### src/rtl/core/mexp_pkg.sv
// Shared types and constants for the modular exponentiation block.
package mexp_pkg;

   localparam int WORD_WIDTH = 16;
   localparam int PROD_WIDTH = 2 * WORD_WIDTH;
   localparam int STEP_WIDTH = $clog2(PROD_WIDTH);
   localparam int BYTE_WIDTH = 8;
   localparam int CSR_ADDR_WIDTH = 2;

   localparam logic [WORD_WIDTH-1:0] PUB_EXP_RESET  = WORD_WIDTH'(6239);
   localparam logic [WORD_WIDTH-1:0] PRIV_EXP_RESET = WORD_WIDTH'(3119);
   localparam logic [WORD_WIDTH-1:0] MODULUS_RESET  = WORD_WIDTH'(34393);

   typedef enum logic [CSR_ADDR_WIDTH-1:0] {
      CSR_PUB_EXP  = 2'd0,
      CSR_PRIV_EXP = 2'd1,
      CSR_MODULUS  = 2'd2
   } csr_addr_type;

   typedef enum logic {
      OP_ENCRYPT = 1'b0,
      OP_DECRYPT = 1'b1
   } op_type;

   // operand pair fed to the multiplier ahead of the reducer
   typedef enum logic [1:0] {
      SRC_BASE = 2'd0,
      SRC_MUL  = 2'd1,
      SRC_SQR  = 2'd2
   } red_src_type;

   typedef enum logic [2:0] {
      ST_IDLE,
      ST_BASE_GO,
      ST_BASE_WAIT,
      ST_CHECK,
      ST_LOOP,
      ST_MUL_WAIT,
      ST_SQR_WAIT,
      ST_FINISH
   } state_type;

   typedef struct packed {
      logic        load_item;
      logic        red_start;
      red_src_type red_src;
      logic        upd_base;
      logic        upd_acc;
      logic        shift_exp;
      logic        clear_acc;
      logic        write_out;
   } cmd_type;

   typedef struct packed {
      logic red_done;
      logic base_zero;
      logic mod_zero;
      logic exp_zero;
      logic exp_bit0;
      logic out_full;
   } sts_type;

endpackage

### src/rtl/core/mexp_modred.sv
// Bit-serial restoring reduction of a double-width product modulo the modulus.
module mexp_modred
   import mexp_pkg::*;
(
   input  logic                  clock,
   input  logic                  reset,
   input  logic                  start,
   input  logic [PROD_WIDTH-1:0] x_in,
   input  logic [WORD_WIDTH-1:0] modulus,
   output logic                  done,
   output logic [WORD_WIDTH-1:0] remainder
);

   logic                  busy_ff, busy_in;
   logic                  done_ff, done_in;
   logic [STEP_WIDTH-1:0] cnt_ff, cnt_in;
   logic [PROD_WIDTH-1:0] x_ff, x_in_nxt;
   logic [WORD_WIDTH-1:0] rem_ff, rem_in;
   logic [WORD_WIDTH:0]   trial;
   logic [WORD_WIDTH:0]   diff;
   logic                  last_step;

   assign trial     = {rem_ff, x_ff[PROD_WIDTH-1]};
   assign diff      = trial - {1'b0, modulus};
   assign last_step = (cnt_ff == STEP_WIDTH'(PROD_WIDTH - 1));

   always_comb begin
      busy_in  = busy_ff;
      done_in  = 1'b0;
      cnt_in   = cnt_ff;
      x_in_nxt = x_ff;
      rem_in   = rem_ff;
      if (start) begin
         busy_in  = 1'b1;
         cnt_in   = '0;
         x_in_nxt = x_in;
         rem_in   = '0;
      end else if (busy_ff) begin
         // remainder stays below the modulus, so one trial subtract per bit
         rem_in   = (trial >= {1'b0, modulus}) ? diff[WORD_WIDTH-1:0]
                                               : trial[WORD_WIDTH-1:0];
         x_in_nxt = {x_ff[PROD_WIDTH-2:0], 1'b0};
         cnt_in   = cnt_ff + STEP_WIDTH'(1);
         if (last_step) begin
            busy_in = 1'b0;
            done_in = 1'b1;
         end
      end
   end

   always_ff @(posedge clock) begin
      if (reset) begin
         busy_ff <= 1'b0;
         done_ff <= 1'b0;
         cnt_ff  <= '0;
      end else begin
         busy_ff <= busy_in;
         done_ff <= done_in;
         cnt_ff  <= cnt_in;
      end
   end

   always_ff @(posedge clock) begin
      x_ff   <= x_in_nxt;
      rem_ff <= rem_in;
   end

   assign done      = done_ff;
   assign remainder = rem_ff;

endmodule

### src/rtl/core/mexp_datapath.sv
// Datapath: config registers, working registers, multiplier, reducer, output register.
module mexp_datapath
   import mexp_pkg::*;
(
   input  logic                      clock,
   input  logic                      reset,
   input  logic                      csr_we,
   input  logic [CSR_ADDR_WIDTH-1:0] csr_addr,
   input  logic [WORD_WIDTH-1:0]     csr_wdata,
   input  logic [WORD_WIDTH-1:0]     req_tdata,
   input  logic                      req_tuser,
   input  logic                      req_tlast,
   input  logic                      rsp_tready,
   output logic                      rsp_tvalid,
   output logic [WORD_WIDTH-1:0]     rsp_tdata,
   output logic                      rsp_tlast,
   input  cmd_type                   cmd,
   output sts_type                   sts
);

   logic [WORD_WIDTH-1:0] pub_exp_ff, priv_exp_ff, modulus_ff;
   logic [WORD_WIDTH-1:0] base_ff, base_in;
   logic [WORD_WIDTH-1:0] acc_ff, acc_in;
   logic [WORD_WIDTH-1:0] exp_ff, exp_in;
   logic                  op_ff, last_ff;
   logic                  rsp_valid_ff, rsp_valid_in;
   logic [WORD_WIDTH-1:0] rsp_data_ff;
   logic                  rsp_last_ff;
   logic [WORD_WIDTH-1:0] mul_a, mul_b;
   logic [PROD_WIDTH-1:0] red_x;
   logic                  red_done;
   logic [WORD_WIDTH-1:0] red_rem;
   logic [WORD_WIDTH-1:0] out_value;

   always_ff @(posedge clock) begin
      if (reset) begin
         pub_exp_ff  <= PUB_EXP_RESET;
         priv_exp_ff <= PRIV_EXP_RESET;
         modulus_ff  <= MODULUS_RESET;
      end else if (csr_we) begin
         unique case (csr_addr)
            CSR_PUB_EXP:  pub_exp_ff  <= csr_wdata;
            CSR_PRIV_EXP: priv_exp_ff <= csr_wdata;
            CSR_MODULUS:  modulus_ff  <= csr_wdata;
            default: ;
         endcase
      end
   end

   // operand select; the product is registered inside the reducer on start
   always_comb begin
      case (cmd.red_src)
         SRC_MUL: begin
            mul_a = acc_ff;
            mul_b = base_ff;
         end
         SRC_SQR: begin
            mul_a = base_ff;
            mul_b = base_ff;
         end
         default: begin
            mul_a = base_ff;
            mul_b = WORD_WIDTH'(1);
         end
      endcase
      red_x = PROD_WIDTH'(mul_a) * PROD_WIDTH'(mul_b);
   end

   mexp_modred u_modred (
      .clock     (clock),
      .reset     (reset),
      .start     (cmd.red_start),
      .x_in      (red_x),
      .modulus   (modulus_ff),
      .done      (red_done),
      .remainder (red_rem)
   );

   always_comb begin
      base_in = base_ff;
      acc_in  = acc_ff;
      exp_in  = exp_ff;
      if (cmd.load_item) begin
         base_in = req_tdata;
         acc_in  = WORD_WIDTH'(1);
         exp_in  = (req_tuser == OP_DECRYPT) ? priv_exp_ff : pub_exp_ff;
      end else begin
         if (cmd.upd_base)  base_in = red_rem;
         if (cmd.upd_acc)   acc_in  = red_rem;
         if (cmd.clear_acc) acc_in  = '0;
         if (cmd.shift_exp) exp_in  = {1'b0, exp_ff[WORD_WIDTH-1:1]};
      end
   end

   always_ff @(posedge clock) begin
      base_ff <= base_in;
      acc_ff  <= acc_in;
      exp_ff  <= exp_in;
      if (cmd.load_item) begin
         op_ff   <= req_tuser;
         last_ff <= req_tlast;
      end
   end

   // decrypt results keep only the low byte
   assign out_value = (op_ff == OP_DECRYPT)
                      ? {{(WORD_WIDTH-BYTE_WIDTH){1'b0}}, acc_ff[BYTE_WIDTH-1:0]}
                      : acc_ff;

   always_comb begin
      rsp_valid_in = rsp_valid_ff;
      if (rsp_tready) rsp_valid_in = 1'b0;
      if (cmd.write_out) rsp_valid_in = 1'b1;
   end

   always_ff @(posedge clock) begin
      if (reset) begin
         rsp_valid_ff <= 1'b0;
      end else begin
         rsp_valid_ff <= rsp_valid_in;
      end
   end

   always_ff @(posedge clock) begin
      if (cmd.write_out) begin
         rsp_data_ff <= out_value;
         rsp_last_ff <= last_ff;
      end
   end

   assign rsp_tvalid = rsp_valid_ff;
   assign rsp_tdata  = rsp_data_ff;
   assign rsp_tlast  = rsp_last_ff;

   assign sts.red_done  = red_done;
   assign sts.base_zero = (base_ff == '0);
   assign sts.mod_zero  = (modulus_ff == '0);
   assign sts.exp_zero  = (exp_ff == '0);
   assign sts.exp_bit0  = exp_ff[0];
   assign sts.out_full  = rsp_valid_ff & ~rsp_tready;

endmodule

### src/rtl/core/mexp_ctrl.sv
// Controller state machine sequencing square-and-multiply over the datapath.
module mexp_ctrl
   import mexp_pkg::*;
(
   input  logic    clock,
   input  logic    reset,
   input  logic    req_tvalid,
   output logic    req_tready,
   input  sts_type sts,
   output cmd_type cmd
);

   state_type state_ff, state_in;

   always_comb begin
      state_in = state_ff;
      unique case (state_ff)
         ST_IDLE:      if (req_tvalid) state_in = ST_BASE_GO;
         ST_BASE_GO:   state_in = ST_BASE_WAIT;
         ST_BASE_WAIT: if (sts.red_done) state_in = ST_CHECK;
         ST_CHECK:     state_in = (sts.mod_zero || sts.base_zero) ? ST_FINISH : ST_LOOP;
         ST_LOOP: begin
            if (sts.exp_zero)      state_in = ST_FINISH;
            else if (sts.exp_bit0) state_in = ST_MUL_WAIT;
            else                   state_in = ST_SQR_WAIT;
         end
         ST_MUL_WAIT:  if (sts.red_done) state_in = ST_SQR_WAIT;
         ST_SQR_WAIT:  if (sts.red_done) state_in = ST_LOOP;
         ST_FINISH:    if (!sts.out_full) state_in = ST_IDLE;
         default:      state_in = ST_IDLE;
      endcase
   end

   always_comb begin
      cmd        = '0;
      cmd.red_src = SRC_BASE;
      req_tready = 1'b0;
      unique case (state_ff)
         ST_IDLE: begin
            req_tready    = 1'b1;
            cmd.load_item = req_tvalid;
         end
         ST_BASE_GO: begin
            cmd.red_start = 1'b1;
            cmd.red_src   = SRC_BASE;
         end
         ST_BASE_WAIT: cmd.upd_base = sts.red_done;
         ST_CHECK:     cmd.clear_acc = sts.mod_zero | sts.base_zero;
         ST_LOOP: begin
            if (!sts.exp_zero) begin
               cmd.red_start = 1'b1;
               cmd.red_src   = sts.exp_bit0 ? SRC_MUL : SRC_SQR;
            end
         end
         ST_MUL_WAIT: begin
            // square starts as soon as the product is folded into the accumulator
            cmd.upd_acc   = sts.red_done;
            cmd.red_start = sts.red_done;
            cmd.red_src   = SRC_SQR;
         end
         ST_SQR_WAIT: begin
            cmd.upd_base  = sts.red_done;
            cmd.shift_exp = sts.red_done;
         end
         ST_FINISH:    cmd.write_out = ~sts.out_full;
         default: ;
      endcase
   end

   always_ff @(posedge clock) begin
      if (reset) begin
         state_ff <= ST_IDLE;
      end else begin
         state_ff <= state_in;
      end
   end

endmodule

### src/rtl/core/modular_exponentiation.sv
// Top level of the modular exponentiation block.
//
//   channel | ports     | payload
//   --------+-----------+------------------------------------------------
//   request | req_t*    | tdata: value[15:0]; tuser: op; tlast: last_in
//   result  | rsp_t*    | tdata: result[15:0]; tlast: last_out
//   config  | csr_*     | addr 0 public exp, 1 private exp, 2 modulus
//
// One item at a time. Each item is loaded, its base is reduced and checked, then per
// exponent bit up to its most significant one: a loop step and a square, with a
// multiply ahead of the square when the bit is set; a zero modulus or base skips the
// loop. The item ends with the result written to the output register. The bit-serial
// reducer yields one remainder bit per cycle over a 32-bit product.
// Reset is synchronous and restores the register defaults. A stalled result waits
// in the output register while the next item is taken and worked on.
module modular_exponentiation
   import mexp_pkg::*;
(
   input  logic                      clock,
   input  logic                      reset,
   input  logic                      csr_we,
   input  logic [CSR_ADDR_WIDTH-1:0] csr_addr,
   input  logic [WORD_WIDTH-1:0]     csr_wdata,
   input  logic                      req_tvalid,
   output logic                      req_tready,
   input  logic [WORD_WIDTH-1:0]     req_tdata,   // [15:0] value
   input  logic                      req_tuser,   // [0] op
   input  logic                      req_tlast,
   output logic                      rsp_tvalid,
   input  logic                      rsp_tready,
   output logic [WORD_WIDTH-1:0]     rsp_tdata,   // [15:0] result
   output logic                      rsp_tlast
);

   cmd_type cmd;
   sts_type sts;

   mexp_ctrl u_ctrl (
      .clock      (clock),
      .reset      (reset),
      .req_tvalid (req_tvalid),
      .req_tready (req_tready),
      .sts        (sts),
      .cmd        (cmd)
   );

   mexp_datapath u_datapath (
      .clock      (clock),
      .reset      (reset),
      .csr_we     (csr_we),
      .csr_addr   (csr_addr),
      .csr_wdata  (csr_wdata),
      .req_tdata  (req_tdata),
      .req_tuser  (req_tuser),
      .req_tlast  (req_tlast),
      .rsp_tready (rsp_tready),
      .rsp_tvalid (rsp_tvalid),
      .rsp_tdata  (rsp_tdata),
      .rsp_tlast  (rsp_tlast),
      .cmd        (cmd),
      .sts        (sts)
   );

endmodule

### config.mk
export PLATFORM = sky130hd
export DESIGN_NAME = modular_exponentiation
export DESIGN_NICKNAME = d
export VERILOG_FILES = /design/src/rtl/core/mexp_pkg.sv /design/src/rtl/core/mexp_modred.sv /design/src/rtl/core/mexp_datapath.sv /design/src/rtl/core/mexp_ctrl.sv /design/src/rtl/core/modular_exponentiation.sv
export SDC_FILE = /design/constraint.sdc
export NUM_CORES = 1
export LEC_CHECK = 0
export ABC_AREA = 1
export BUFFER_PORTS_ARGS = -buffer_cell sky130_fd_sc_hd__buf_2
export CAP_MARGIN = 20
export CORE_MARGIN = 2
export CORE_UTILIZATION = 60
export DETAILED_ROUTE_END_ITERATION = 8
export GPL_TIMING_DRIVEN = 0
export HOLD_SLACK_MARGIN = 0.06
export PLACE_DENSITY = 0.87
export SLEW_MARGIN = 20
export SYNTH_ARGS = -nofsm -noshare
export SYNTH_HDL_FRONTEND = slang
export SYNTH_HIERARCHICAL = 1
export SYNTH_SLANG_ARGS = --single-unit
### constraint.sdc
create_clock -name clock -period 14.9 [get_ports clock]
set_input_delay 1.49 -clock clock [delete_from_list [all_inputs] [get_ports clock]]
set_output_delay 1.49 -clock clock [all_outputs]
set_load 0.05 [all_outputs]
==> results.toml <==
[outcome]
status = "finished, final reports clean"

[setup_path]
worstSetupEndpointType = "flip-flop"
crit_path_frequent_cell = "sky130_fd_sc_hd__nand2_1"
reg2reg_depth = 33
setup.worst_path.start_class = "flip-flop"
critical_path.max_fanout = 10
cp_data_required_time_ns = 15.08
worst_path_largest_cell_delay_ns = 0.60
timing.setup.critical_path_class = "reg2reg"
timing.critical_path.slowest_stage_cell = "sky130_fd_sc_hd__nor2_1"
critPathArrivalTime_ns = 8.20

[yosys]
post_synthesis_sequential_area_ratio_pct = 24.2
avgSynthCellArea_um2 = 7.53
synth_fp_nets = 2729
ys_async_sr_fraction_pct = 0
yosys_register_bits = 174
post_synth_main_area_contributors = "sky130_fd_sc_hd__fa_1 22%, sky130_fd_sc_hd__nand2_1 15%, sky130_fd_sc_hd__edfxtp_1 14%"
post_synth_inst_count = 2370
number_of_warning_messages_in_the_yosys_log = 6
synth_edf_count = 83
synth_cell_types = 45
netlist.area_leader.share_pct = 21.9
synth-main-ff-cell = "sky130_fd_sc_hd__dfxtp_1"
synth_top_cell_by_area = "sky130_fd_sc_hd__fa_1"
synthesis.area_um2 = 17800

[clocking]
post_cts_resize_count = 0
clock-root-buffer = "sky130_fd_sc_hd__clkbuf_16"
clk_latency_ns = 0.44
cts-root-to-sink-buffers = 2
clock-sinks = 174
postCtsSetupRepairBufs = 0
tritoncts.num_buffers = 17
cts_hold_repair.buffers = 0
tritoncts = "done"
cts.clk_slew.worst_paths_ns = 0.08
htree_num_levels = 4

[routing]
drt_iter0_drc = 1662
drt-pass1-iter-count = 9
drc = 0
wl_per_cell_um = 17.2
avgViaCountPerCell = 5.45
total_vias_in_the_final_route = 15500
wl_mm = 49.2
antenna_violating_nets_post_route = 0

[grt]
globalRoute.totalOverflow = 0
first_global_vias = 15800
first_pass_grt_wire_length_mm = 80.3
track_usage_pct = 33.4
antenna_found_initial = 0
grt_max_degree = 40

[sta]
drv_slew = 0
worst_pin_slew_ns = 0.912
unrepaired_setup_endpoints_after_global_routing = "no"
timing_hold_violations_final = 0
skew_ns = 0.0198
finalWorstPathRequiredPeriod_ns = 8.02
final.setup.worst_slack_ns = 6.88
report.final.setup_viol = 0
period_share_pct = 53.8
timing.fmax_mhz = 125
slew_headroom_pct = 38.8
tns_ns = 0

[floorplanning]
initial_utilization_pct = 60.5
core_area_um2 = 29500
die_area_um2 = 31100
placementRows = 63
die_x_um = 176
fp.dieH_um = 176
io_pins = 60

[cells_and_area]
layout.filler_cells = 2486
most_common_cell_after_layout_fill_and_taps_aside = "sky130_fd_sc_hd__nand2_1"
final_standard_cell_area_without_fillers_um2 = 19200
commonest_non_fill_non_tap_cells_in_the_layout = "699 x sky130_fd_sc_hd__nand2_1, 462 x sky130_fd_sc_hd__inv_1, 273 x sky130_fd_sc_hd__nor2_1, 195 x sky130_fd_sc_hd__fa_1, 123 x sky130_fd_sc_hd__ha_1"
final_layout_size_suffix_gt1_share_pct = 9.06
antenna_cells = 0
syn2layout_area_growth_pct = 7.69
num-nets-final = 2807

[worst_hold_path]
hold-path-cell-count = 0
hold_path_class = "reg2reg"

[placed_design]
placement.setup.worst_slack_ns = 7.04
global_placement_routability_congestion = 0.994
placed_cell_area_um2 = 18600
place_hpwl_mm = 40.4
io_buffers = 59

[job]
max_cap_violations = 0

[pwr]
worst_voltage_drop_across_the_vdd_grid_uv = 74.4
p_leak_nw = 10.1
cellPowerDensity_nw_per_um2 = 122
totalPowerFinal_mw = 2.34
==> worst paths after layout <==
check	start	end	slack, ns
max	u_datapath/exp_ff[15]$_SDFFCE_PN0P_	u_datapath/u_modred/x_ff[31]$_DFFE_PP_	6.88
min	u_datapath/last_ff$_DFFE_PP_	u_datapath/rsp_tlast$_DFFE_PP_	0.44
max reg2reg	u_datapath/exp_ff[15]$_SDFFCE_PN0P_	u_datapath/u_modred/x_ff[31]$_DFFE_PP_	6.88
min reg2reg	u_datapath/last_ff$_DFFE_PP_	u_datapath/rsp_tlast$_DFFE_PP_	0.44
==> worst max-delay path, delay by kind of cell (launching register included) <==
kind / cells / cell delay (ns)
flip-flops: 1 / 0.41
AND/OR/NAND/NOR: 16 / 2.57
adder cells (fa/ha/maj): 8 / 3.72
buffers and inverters: 9 / 1.04
==> sequential cells by signal, indices dropped and copies added, names as in the netlist, 5 cells and up <==
signal / cells
u_datapath/u_modred/remainder: 16
u_datapath/acc_ff: 16
u_datapath/u_modred/x_ff: 32
u_datapath/base_ff: 16
u_datapath/pub_exp_ff: 16
u_datapath/priv_exp_ff: 16
u_datapath/u_modred/cnt_ff: 5
u_datapath/modulus_ff: 16
u_datapath/exp_ff: 16
u_datapath/rsp_tdata: 16
==> cell usage after synthesis, types with 3 or more instances <==
cell type	instances
sky130_fd_sc_hd__nand2_1	699
sky130_fd_sc_hd__inv_1	463
sky130_fd_sc_hd__nor2_1	273
sky130_fd_sc_hd__fa_1	195
sky130_fd_sc_hd__ha_1	123
sky130_fd_sc_hd__dfxtp_1	91
sky130_fd_sc_hd__nand3_1	84
sky130_fd_sc_hd__edfxtp_1	83
sky130_fd_sc_hd__o21ai_0	65
sky130_fd_sc_hd__a21oi_1	60
sky130_fd_sc_hd__buf_2	29
sky130_fd_sc_hd__clkbuf_1	22
sky130_fd_sc_hd__nand3_2	20
sky130_fd_sc_hd__xor2_1	19
sky130_fd_sc_hd__inv_2	16
sky130_fd_sc_hd__nand2_2	16
sky130_fd_sc_hd__nand4_1	13
sky130_fd_sc_hd__nor2_2	13
sky130_fd_sc_hd__nand3b_1	9
sky130_fd_sc_hd__nor4_1	9
sky130_fd_sc_hd__a21oi_4	7
sky130_fd_sc_hd__nor3_1	7
sky130_fd_sc_hd__o21ai_1	7
sky130_fd_sc_hd__buf_4	6
sky130_fd_sc_hd__xnor2_1	6
sky130_fd_sc_hd__buf_6	5
sky130_fd_sc_hd__a21oi_2	4
sky130_fd_sc_hd__nor3_4	3
sky130_fd_sc_hd__or2_2	3
==> cell families (layout without fill, tap and decap cells) <==
group                      after synthesis  count (layout)  synth area share, %
and+or+nand+nor                       1158            1158                 27.1
buffers and inverters                  546             637                 12.2
adders and majority gates              318             318                 30.5
DFF                                    174             174                 24.2
AOI/OAI and AO/OA                      149             149                 4.80
xor gates and xnor gates                25              25                 1.23
==> per-layer routing <==
| metal | share of wire (%) | wire length, um | track usage, % |
|---|---|---|---|
| met2 | 46 | 22500 | 54.6 |
| met4 | 6.2 | 3040 | 17.5 |
| met1 | 40 | 19500 | 42.4 |
| met5 | 0 | 0 | 0 |
| met3 | 8.4 | 4130 | 6.09 |
==> through the flow <==
stage | util (%) | hold WS [ns] | instances
floorplan | - | 0.400 | 2370
global placement | 63.2 | 0.402 | 2819
detailed placement | 63.2 | 0.421 | 2819
CTS | 65.2 | 0.438 | 2851
global route | 65.2 | 0.448 | 2851
finish | 65.2 | 0.441 | 2851
==> final cells by class <==
class	count	area [um^2]	area share (%)
Buffer	64	363	1.89
Timing Repair Buffer	59	295	1.54
Inverter	482	1810	9.43
Clock buffer	18	429	2.23
Multi-Input combinational cell	1650	11400	59.1
Sequential cell	174	4310	22.5
Tap cell	390	488	2.54
Clock inverter	14	160	0.833
==> power by group <==
group / total [mW] / internal (mW) / switching [mW]
logic: 1.18 / 0.350 / 0.828
clock network: 0.441 / 0.226 / 0.215
registers: 0.716 / 0.658 / 0.0581
total: 2.34 / 1.23 / 1.10
Note: power is estimated with default switching activity, not from simulation.
